<file path="src/design/tmq_pkg.sv">
// shared types and codes for the timed message queue
`default_nettype none

package tmq_pkg;

  typedef enum logic [2:0] {
    STAT_ENQUEUED = 3'd0,
    STAT_FULL     = 3'd1,
    STAT_DELIVER  = 3'd2,
    STAT_NOT_DUE  = 3'd3,
    STAT_EMPTY    = 3'd4
  } status_e;

  typedef enum logic [3:0] {
    S_IDLE   = 4'b0001,
    S_SCAN   = 4'b0010,
    S_DECIDE = 4'b0100,
    S_SHIFT  = 4'b1000
  } state_e;

endpackage

`default_nettype wire

</file>
<file path="src/design/tmq_ram.sv">
// generic single-write, single-read ram with registered read data
`default_nettype none

module tmq_ram #(
  parameter int WIDTH = 56,
  parameter int DEPTH = 16
) (
  input  wire logic                     clk_i,
  input  wire logic                     we_i,
  input  wire logic [$clog2(DEPTH)-1:0] waddr_i,
  input  wire logic [WIDTH-1:0]         wdata_i,
  input  wire logic [$clog2(DEPTH)-1:0] raddr_i,
  output logic      [WIDTH-1:0]         rdata_o
);

  logic [WIDTH-1:0] mem_q [DEPTH];
  logic [WIDTH-1:0] rdata_q;

  always_ff @(posedge clk_i) begin
    if (we_i) begin
      mem_q[waddr_i] <= wdata_i;
    end
    rdata_q <= mem_q[raddr_i];
  end

  assign rdata_o = rdata_q;

endmodule

`default_nettype wire

</file>
<file path="src/design/timed_message_queue_core.sv">
// timed message queue: entry store, earliest-due scan and removal sequencer
//
// channel   direction  handshake                payload
// command   in         start high, busy low     command_i, message_tag_i, due_time_i,
//                                               current_time_i
// result    out        done_o, one cycle        status_o, delivered_tag_o, wait_time_o,
//                                               pending_count_o
//
// enqueue, full and empty words: result in the cycle after start, busy stays low
// poll: busy while the scan runs through the single ram read port and the shared
// subtractor, and on delivery while the entries behind the removed one move up to close
// the gap; the result shows in the same cycle that busy drops
// reset clears the fill count and the sequencer; the ram needs no clearing pass
// results cannot be stalled; busy holds off new words while a poll runs
`default_nettype none

module timed_message_queue_core #(
  parameter int DEPTH     = 16,
  parameter int TIME_BITS = 40,
  parameter int TAG_BITS  = 16
) (
  input  wire logic                           clk_i,
  input  wire logic                           rst_ni,
  input  wire logic                           start,
  output logic                                busy,
  input  wire logic                           command_i,
  input  wire logic [TAG_BITS-1:0]            message_tag_i,
  input  wire logic [TIME_BITS-1:0]           due_time_i,
  input  wire logic [TIME_BITS-1:0]           current_time_i,
  output logic                                done_o,
  output logic [2:0]                          status_o,
  output logic [TAG_BITS-1:0]                 delivered_tag_o,
  output logic [TIME_BITS-1:0]                wait_time_o,
  output logic [$clog2(DEPTH+1)-1:0]          pending_count_o
);

  localparam int IDX_W = $clog2(DEPTH);
  localparam int CNT_W = $clog2(DEPTH + 1);
  localparam int ENT_W = TIME_BITS + TAG_BITS;

  tmq_pkg::state_e  state_q, state_d;
  tmq_pkg::status_e status_q, status_d;

  logic [CNT_W-1:0]     count_q, count_d;
  logic [CNT_W-1:0]     ptr_q, ptr_d;
  logic                 cmp_vld_q, cmp_vld_d;
  logic [IDX_W-1:0]     cmp_idx_q, cmp_idx_d;
  logic                 best_vld_q, best_vld_d;
  logic [TIME_BITS-1:0] best_due_q, best_due_d;
  logic [TAG_BITS-1:0]  best_tag_q, best_tag_d;
  logic [IDX_W-1:0]     best_idx_q, best_idx_d;
  logic [TIME_BITS-1:0] now_q, now_d;
  logic                 wr_vld_q, wr_vld_d;
  logic [IDX_W-1:0]     wr_addr_q, wr_addr_d;
  logic                 done_q, done_d;
  logic [TAG_BITS-1:0]  tag_out_q, tag_out_d;
  logic [TIME_BITS-1:0] wait_q, wait_d;

  logic                 ram_we;
  logic [IDX_W-1:0]     ram_waddr;
  logic [ENT_W-1:0]     ram_wdata;
  logic [ENT_W-1:0]     ram_rdata;
  logic [TIME_BITS-1:0] rd_due;
  logic [TAG_BITS-1:0]  rd_tag;

  logic [TIME_BITS-1:0] sub_a, sub_b;
  logic [TIME_BITS:0]   sub_res;
  logic                 sub_borrow;
  logic [TIME_BITS-1:0] sub_diff;

  logic                 issue;
  logic [CNT_W-1:0]     ptr_m1;

  tmq_ram #(
    .WIDTH (ENT_W),
    .DEPTH (DEPTH)
  ) u_ram (
    .clk_i   (clk_i),
    .we_i    (ram_we),
    .waddr_i (ram_waddr),
    .wdata_i (ram_wdata),
    .raddr_i (ptr_q[IDX_W-1:0]),
    .rdata_o (ram_rdata)
  );

  assign rd_due = ram_rdata[TIME_BITS-1:0];
  assign rd_tag = ram_rdata[TIME_BITS +: TAG_BITS];

  // shared subtractor: scan compare, then due check and wait time
  always_comb begin
    if (state_q == tmq_pkg::S_SCAN) begin
      sub_a = rd_due;
      sub_b = best_due_q;
    end else begin
      sub_a = best_due_q;
      sub_b = now_q;
    end
  end

  assign sub_res    = {1'b0, sub_a} - {1'b0, sub_b};
  assign sub_borrow = sub_res[TIME_BITS];
  assign sub_diff   = sub_res[TIME_BITS-1:0];

  assign busy   = (state_q != tmq_pkg::S_IDLE);
  assign issue  = (ptr_q < count_q);
  assign ptr_m1 = ptr_q - CNT_W'(1);

  always_comb begin
    state_d    = state_q;
    status_d   = status_q;
    count_d    = count_q;
    ptr_d      = ptr_q;
    cmp_vld_d  = cmp_vld_q;
    cmp_idx_d  = cmp_idx_q;
    best_vld_d = best_vld_q;
    best_due_d = best_due_q;
    best_tag_d = best_tag_q;
    best_idx_d = best_idx_q;
    now_d      = now_q;
    wr_vld_d   = wr_vld_q;
    wr_addr_d  = wr_addr_q;
    done_d     = 1'b0;
    tag_out_d  = tag_out_q;
    wait_d     = wait_q;
    ram_we     = 1'b0;
    ram_waddr  = count_q[IDX_W-1:0];
    ram_wdata  = {message_tag_i, due_time_i};

    case (state_q)
      tmq_pkg::S_IDLE: begin
        if (start) begin
          if (!command_i) begin
            done_d    = 1'b1;
            tag_out_d = '0;
            wait_d    = '0;
            if (count_q == CNT_W'(DEPTH)) begin
              status_d = tmq_pkg::STAT_FULL;
            end else begin
              ram_we   = 1'b1;
              count_d  = count_q + CNT_W'(1);
              status_d = tmq_pkg::STAT_ENQUEUED;
            end
          end else if (count_q == '0) begin
            done_d    = 1'b1;
            tag_out_d = '0;
            wait_d    = '0;
            status_d  = tmq_pkg::STAT_EMPTY;
          end else begin
            now_d      = current_time_i;
            ptr_d      = '0;
            cmp_vld_d  = 1'b0;
            best_vld_d = 1'b0;
            state_d    = tmq_pkg::S_SCAN;
          end
        end
      end
      tmq_pkg::S_SCAN: begin
        cmp_vld_d = issue;
        cmp_idx_d = ptr_q[IDX_W-1:0];
        if (issue) begin
          ptr_d = ptr_q + CNT_W'(1);
        end
        // strict less keeps the oldest among equal due times
        if (cmp_vld_q && (!best_vld_q || sub_borrow)) begin
          best_vld_d = 1'b1;
          best_due_d = rd_due;
          best_tag_d = rd_tag;
          best_idx_d = cmp_idx_q;
        end
        if (!issue && !cmp_vld_q) begin
          state_d = tmq_pkg::S_DECIDE;
        end
      end
      tmq_pkg::S_DECIDE: begin
        if (sub_borrow || (sub_diff == '0)) begin
          tag_out_d = best_tag_q;
          wait_d    = '0;
          ptr_d     = CNT_W'(best_idx_q) + CNT_W'(1);
          wr_vld_d  = 1'b0;
          state_d   = tmq_pkg::S_SHIFT;
        end else begin
          done_d    = 1'b1;
          status_d  = tmq_pkg::STAT_NOT_DUE;
          tag_out_d = '0;
          wait_d    = sub_diff;
          state_d   = tmq_pkg::S_IDLE;
        end
      end
      tmq_pkg::S_SHIFT: begin
        // read entry i+1, write it to i in the following cycle
        wr_vld_d  = issue;
        wr_addr_d = ptr_m1[IDX_W-1:0];
        if (issue) begin
          ptr_d = ptr_q + CNT_W'(1);
        end
        if (wr_vld_q) begin
          ram_we    = 1'b1;
          ram_waddr = wr_addr_q;
          ram_wdata = ram_rdata;
        end
        if (!issue && !wr_vld_q) begin
          count_d  = count_q - CNT_W'(1);
          done_d   = 1'b1;
          status_d = tmq_pkg::STAT_DELIVER;
          state_d  = tmq_pkg::S_IDLE;
        end
      end
      default: begin
        state_d = tmq_pkg::S_IDLE;
      end
    endcase
  end

  always_ff @(posedge clk_i or negedge rst_ni) begin
    if (!rst_ni) begin
      state_q    <= tmq_pkg::S_IDLE;
      count_q    <= '0;
      ptr_q      <= '0;
      cmp_vld_q  <= 1'b0;
      best_vld_q <= 1'b0;
      wr_vld_q   <= 1'b0;
      done_q     <= 1'b0;
    end else begin
      state_q    <= state_d;
      count_q    <= count_d;
      ptr_q      <= ptr_d;
      cmp_vld_q  <= cmp_vld_d;
      best_vld_q <= best_vld_d;
      wr_vld_q   <= wr_vld_d;
      done_q     <= done_d;
    end
  end

  always_ff @(posedge clk_i) begin
    status_q   <= status_d;
    cmp_idx_q  <= cmp_idx_d;
    best_due_q <= best_due_d;
    best_tag_q <= best_tag_d;
    best_idx_q <= best_idx_d;
    now_q      <= now_d;
    wr_addr_q  <= wr_addr_d;
    tag_out_q  <= tag_out_d;
    wait_q     <= wait_d;
  end

  assign done_o          = done_q;
  assign status_o        = status_q;
  assign delivered_tag_o = tag_out_q;
  assign wait_time_o     = wait_q;
  assign pending_count_o = count_q;

endmodule

`default_nettype wire

</file>
<file path="config.mk">
export PLATFORM = sky130hd
export DESIGN_NAME = timed_message_queue_core
export DESIGN_NICKNAME = d
export VERILOG_FILES = /design/src/design/tmq_pkg.sv /design/src/design/tmq_ram.sv /design/src/design/timed_message_queue_core.sv
export SDC_FILE = /design/constraint.sdc
export NUM_CORES = 1
export LEC_CHECK = 0
export BUFFER_PORTS_ARGS = -buffer_cell sky130_fd_sc_hd__buf_4
export CAP_MARGIN = 20
export CORE_MARGIN = 5
export CORE_UTILIZATION = 60
export DETAILED_ROUTE_END_ITERATION = 7
export PLACE_DENSITY_LB_ADDON = 0.1
export SYNTH_ARGS = -nofsm -noshare
export SYNTH_HDL_FRONTEND = slang
export SYNTH_SLANG_ARGS = --single-unit
</file>
<file path="constraint.sdc">
create_clock -name clk_i -period 10.32 [get_ports clk_i]
set_input_delay 0.516 -clock clk_i [delete_from_list [all_inputs] [get_ports clk_i]]
set_output_delay 0.516 -clock clk_i [all_outputs]
set_load 0.02 [all_outputs]
</file>
==> results.txt <==
----------------------------------------------------
[Clocking]
  CTS tree ... built
  Insertion delay of the later-clocked pin in the worst-skew pair ... 0.68 ns
  Cells resized by post-CTS repair ... 0
  Number of buffers created by CTS ... 111
  Hold-fix buffers at CTS ... 34
  Maximum level of the CTS H-tree ... 3
  Clock Pin Slew Worst Setup and Hold Paths ... 0.06 ns
  Largest buffer count on any clock path ... 3
  TritonCTS Sinks ... 1137
  Root Driver ... sky130_fd_sc_hd__clkbuf_16
  Number of post-CTS setup repair buffers ... 0

[Routing]
  Antenna violation net count after detailed routing ... 0
  Number of design-rule violations left by the first detailed-router iteration ... 2404
  Top layer reached by signal wires ... met4
  DRT met1 WL ... 44310 µm
  Total detailed-routing wirelength ... 108200 µm
  Via count of the routed design ... 23670
  Met3 wire length ... 7808 µm
  Via/cell ratio ... 6.390
  Met2 Wirelength ... 53740 µm
  Number of remaining DRC errors ... 0
  Wire length per cell after detailed routing ... 29.22 µm
  Count of TritonRoute iterations in the first routing pass ... 6

[Synthesis]
  Fraction of registers with async set or reset after synthesis ... 1.583%
  Flop and latch count out of synthesis ... 1137
  Cells after synthesis ... 2382
  Combinational family with the most area after synthesis ... multiplexers
  Post-Synth XOR/XNOR Area ... 0.7086%
  Compound-cell area share of the yosys netlist ... 3.154%
  Nets in the synthesized netlist ... 2533
  Number of flops mapped to enable cells by yosys ... 1063
  Netlist area before placement ... 45730 µm²
  Most used flip-flop cell after synthesis ... sky130_fd_sc_hd__edfxtp_1
  Adder-Cell Fraction of Synth Area ... 1.428%
  Sequential-to-total area share from yosys stat ... 73.24%
  Syn. warnings ... 0
  Synth cell types ... 81
  Synth Area per Inst ... 19.20 µm²
  Multiplexer share of the synthesized area ... 15.79%
  Synth Area in Simple Gates ... 4.503%

[Outcome]
  Result of the run ... complete, no violations

[Floorplanning]
  Area of the core ... 75820 µm²
  Die outline area ... 81840 µm²
  Top-Level Pins ... 166
  Die X ... 286.1 µm
  Row count ... 101
  Effective utilization at floorplan ... 60.32%
  Chip height ... 286.1 µm

[Place]
  Worst-case setup slack after placement ... 2.807 ns
  HPWL reported at the end of detailed placement ... 61000 µm
  Routability congestion estimate ... 0.9292
  Port bufs ... 165

[Power and ir drop]
  Internal power contribution ... 9.018 mW
  Leakage component of the power ... 17.15 nW
  Combinational fraction of design power ... 21.6%
  Sw Ratio ... 28.12%
  Net switching power figure ... 3.528 mW
  Sequential share of power ... 46.3%
  Power share of the clock group ... 32.0%
  Power per unit of standard cell area ... 239.8 nW/µm²
  Worst IR drop on VDD ... 0.0001330 V

[Setup path]
  CP arrival ... 7.92 ns
  CP Max Fanout ... 30
  Element type at the critical path end ... flop
  Critical Setup Path Class ... reg -> reg
  Critical Path Source Type ... flop
  Worst Path Required ... 10.67 ns
  Number of cells on the worst reg-to-reg path ... 18
  Source of the worst register-to-register timing path ... state_q[1]
  Startpoint of the worst setup timing path ... state_q[1]
  End of the worst register-to-register path ... status_o[1]
  Setup slack on the worst flop-to-flop path ... 2.74 ns

[Job]
  Max-Cap Viols ... 0

[Worst hold path]
  Min-Delay Startpoint ... current_time_i[38]
  Tightest Hold Check Type ... in -> reg
  Worst hold stages ... 1
  Hold Path Sink ... now_q[38]

[Finish]
  Number of nets in the finished design ... 2783
  Leading cell type in the layout, fill and taps excluded ... sky130_fd_sc_hd__edfxtp_1
  Commonest cells after routing, fill and taps aside ... sky130_fd_sc_hd__edfxtp_1, sky130_fd_sc_hd__mux4_2, sky130_fd_sc_hd__nand2_1
  Number of inserted diodes ... 0
  Fraction of final layout cells with drive strength greater than 1 ... 27.70%
  Final design utilization ... 69.01%
  Filler instances ... 4857
  Layout Area Growth over Synthesis ... 14.40%

[Timing]
  Worst slew margin relative to its limit ... 24.89%
  Clock Skews ... 0.03170 ns
  Count of final max-slew check failures ... 0
  Setup repair after global routing missed its margin ... false
  Final critical-path required period ... 7.575 ns
  Total Negative Setup Slacks ... 0 ns
  Least-Margin Pin Slew ... 1.121 ns
  Highest clock rate ... 0.1320 GHz
  Tcrit/Tclk final ... 73.40%
  Final hold vios ... 0
  PnR worst setup slack ... 2.745 ns
  Setup Viol. Count Final ... 0

[Global route]
  Total congestion overflow after global routing ... 0
  Largest net degree at the start of global routing ... 102
  Initial antenna violation count ... 2
  Vias in the first global route ... 24300
  Global router's overall resource usage ... 26.57%
  Global-route wire length before repair ... 160000 µm

----------------------------------------------------
## sequential cells by signal (all words and copies together), names as in the netlist
name	flops
pending_count_o	5
u_ram.rdata_o	56
cmp_vld_q	1
best_due_q	40
wait_time_o	40
u_ram.mem_q	896
state_q	4
now_q	40
wr_vld_q	1
done_o	1
best_tag_q	16
status_o	3
cmp_idx_q	4
best_vld_q	1
wr_addr_q	4
delivered_tag_o	16
ptr_q	5
best_idx_q	4
## power by group through the flow
stage | combinational (mW) | sequential, mW | clock (mW)
2_1_floorplan | 1.97 | 5.71 | 0
3_3_place_gp | 2.69 | 5.89 | 0
3_5_place_dp | 2.69 | 5.90 | 0
4_1_cts | 2.72 | 5.81 | 4.08
5_1_grt | 2.91 | 5.85 | 4.30
6_report | 2.71 | 5.81 | 4.02
## synth_stat cells, types with 5 or more instances
master / instances / area share (%)
sky130_fd_sc_hd__mux4_2: 280 / 14
sky130_fd_sc_hd__a21oi_2: 5 / 0.096
sky130_fd_sc_hd__nand2b_1: 10 / 0.14
sky130_fd_sc_hd__mux2_2: 41 / 1.0
sky130_fd_sc_hd__dfrtp_1: 17 / 0.93
sky130_fd_sc_hd__a21oi_1: 46 / 0.50
sky130_fd_sc_hd__or3_1: 7 / 0.096
sky130_fd_sc_hd__ha_1: 49 / 1.3
sky130_fd_sc_hd__and2_1: 20 / 0.27
sky130_fd_sc_hd__nor3b_1: 6 / 0.098
sky130_fd_sc_hd__clkbuf_1: 69 / 0.57
sky130_fd_sc_hd__a21oi_4: 5 / 0.18
sky130_fd_sc_hd__xor2_1: 16 / 0.31
sky130_fd_sc_hd__o21ai_1: 7 / 0.077
sky130_fd_sc_hd__nor3_1: 13 / 0.14
sky130_fd_sc_hd__xnor2_1: 21 / 0.40
sky130_fd_sc_hd__nor2_1: 84 / 0.69
sky130_fd_sc_hd__a31oi_1: 16 / 0.22
sky130_fd_sc_hd__nor4_1: 5 / 0.068
sky130_fd_sc_hd__nand3_1: 11 / 0.12
sky130_fd_sc_hd__nand2_1: 240 / 2.0
sky130_fd_sc_hd__inv_1: 21 / 0.17
sky130_fd_sc_hd__o21a_1: 8 / 0.13
sky130_fd_sc_hd__buf_2: 7 / 0.077
sky130_fd_sc_hd__mux2i_1: 44 / 0.96
sky130_fd_sc_hd__o21ai_0: 38 / 0.42
sky130_fd_sc_hd__a211oi_1: 8 / 0.13
sky130_fd_sc_hd__nand4_1: 13 / 0.18
sky130_fd_sc_hd__nor2b_1: 7 / 0.096
sky130_fd_sc_hd__buf_6: 5 / 0.12
sky130_fd_sc_hd__and3_1: 19 / 0.26
sky130_fd_sc_hd__a21o_1: 20 / 0.33
sky130_fd_sc_hd__buf_1: 27 / 0.22
sky130_fd_sc_hd__dfxtp_1: 56 / 2.5
sky130_fd_sc_hd__edfxtp_1: 1063 / 70
## logic make-up (layout without fill, tap and decap cells)
logic type	after synthesis	after routing
DFF	1137	1137
and+or+nand+nor	454	454
muxes	366	366
AOI/OAI and AO/OA	206	206
buffers and inverters	131	475
adders and majority gates	51	51
xor gates and xnor gates	37	37
## through the flow
stage                     instances  cell area, µm²  hold WS [ns]  power (mW)
after floorplan                2382           45730        0.2204       7.682
after detailed placement       3461           48280        0.4045       8.595
after global placement         3460           48260        0.4010       8.580
after CTS                      3702           52270      0.001269       12.61
final                          3704           52320       0.03207       12.55
after global routing           3704           52320      0.004918       13.06
## how the worst max path moves through the flow
stage / cells after the start / endpoint
after floorplan: 17 / best_due_q[0]
after global placement: 17 / status_o[0]
after detailed placement: 18 / status_o[0]
after CTS: 18 / status_o[1]
after global routing: 18 / status_o[2]
final: 18 / status_o[1]
## worst max-delay path: stages (launching register included)
cell and delay (ns):
sky130_fd_sc_hd__dfrtp_1 0.50, sky130_fd_sc_hd__nor4b_2 0.85, sky130_fd_sc_hd__buf_4 0.43, sky130_fd_sc_hd__buf_4 0.44, sky130_fd_sc_hd__mux2i_1 0.26, sky130_fd_sc_hd__ha_1 0.19, sky130_fd_sc_hd__inv_1 0.07, sky130_fd_sc_hd__fa_1 0.49
sky130_fd_sc_hd__a211oi_2 0.31, sky130_fd_sc_hd__o21ai_2 0.15, sky130_fd_sc_hd__a211oi_2 0.44, sky130_fd_sc_hd__a21oi_2 0.17, sky130_fd_sc_hd__or3_1 0.35, sky130_fd_sc_hd__a311oi_1 0.27, sky130_fd_sc_hd__nand4_1 0.11, sky130_fd_sc_hd__or4b_1 0.56
sky130_fd_sc_hd__or3_1 0.63, sky130_fd_sc_hd__nand2_1 0.75, sky130_fd_sc_hd__nand2_1 0.25
## layer usage
| metal | track usage [%] | vias up |
|---|---|---|
| li1 | - | 10150 |
| met4 | 6.460 | 0 |
| met2 | 43.51 | 960 |
| met1 | 38.64 | 12400 |
| met5 | 0 | - |
| met3 | 4.167 | 158 |
## cell type report
| cell class | instances | area [µm²] | share of cell area, % |
|---|---|---|---|
| clock inverter | 55 | 571.8 | 1.093 |
| tap | 978 | 1224 | 2.339 |
| clock buffer | 152 | 3074 | 5.876 |
| sequential | 1137 | 33510 | 64.04 |
| inverter | 22 | 82.58 | 0.1578 |
| multi-input combinational | 1114 | 11860 | 22.68 |
| timing repair buffer | 246 | 1997 | 3.817 |
No activity file was read; power rests on OpenSTA's default activity.
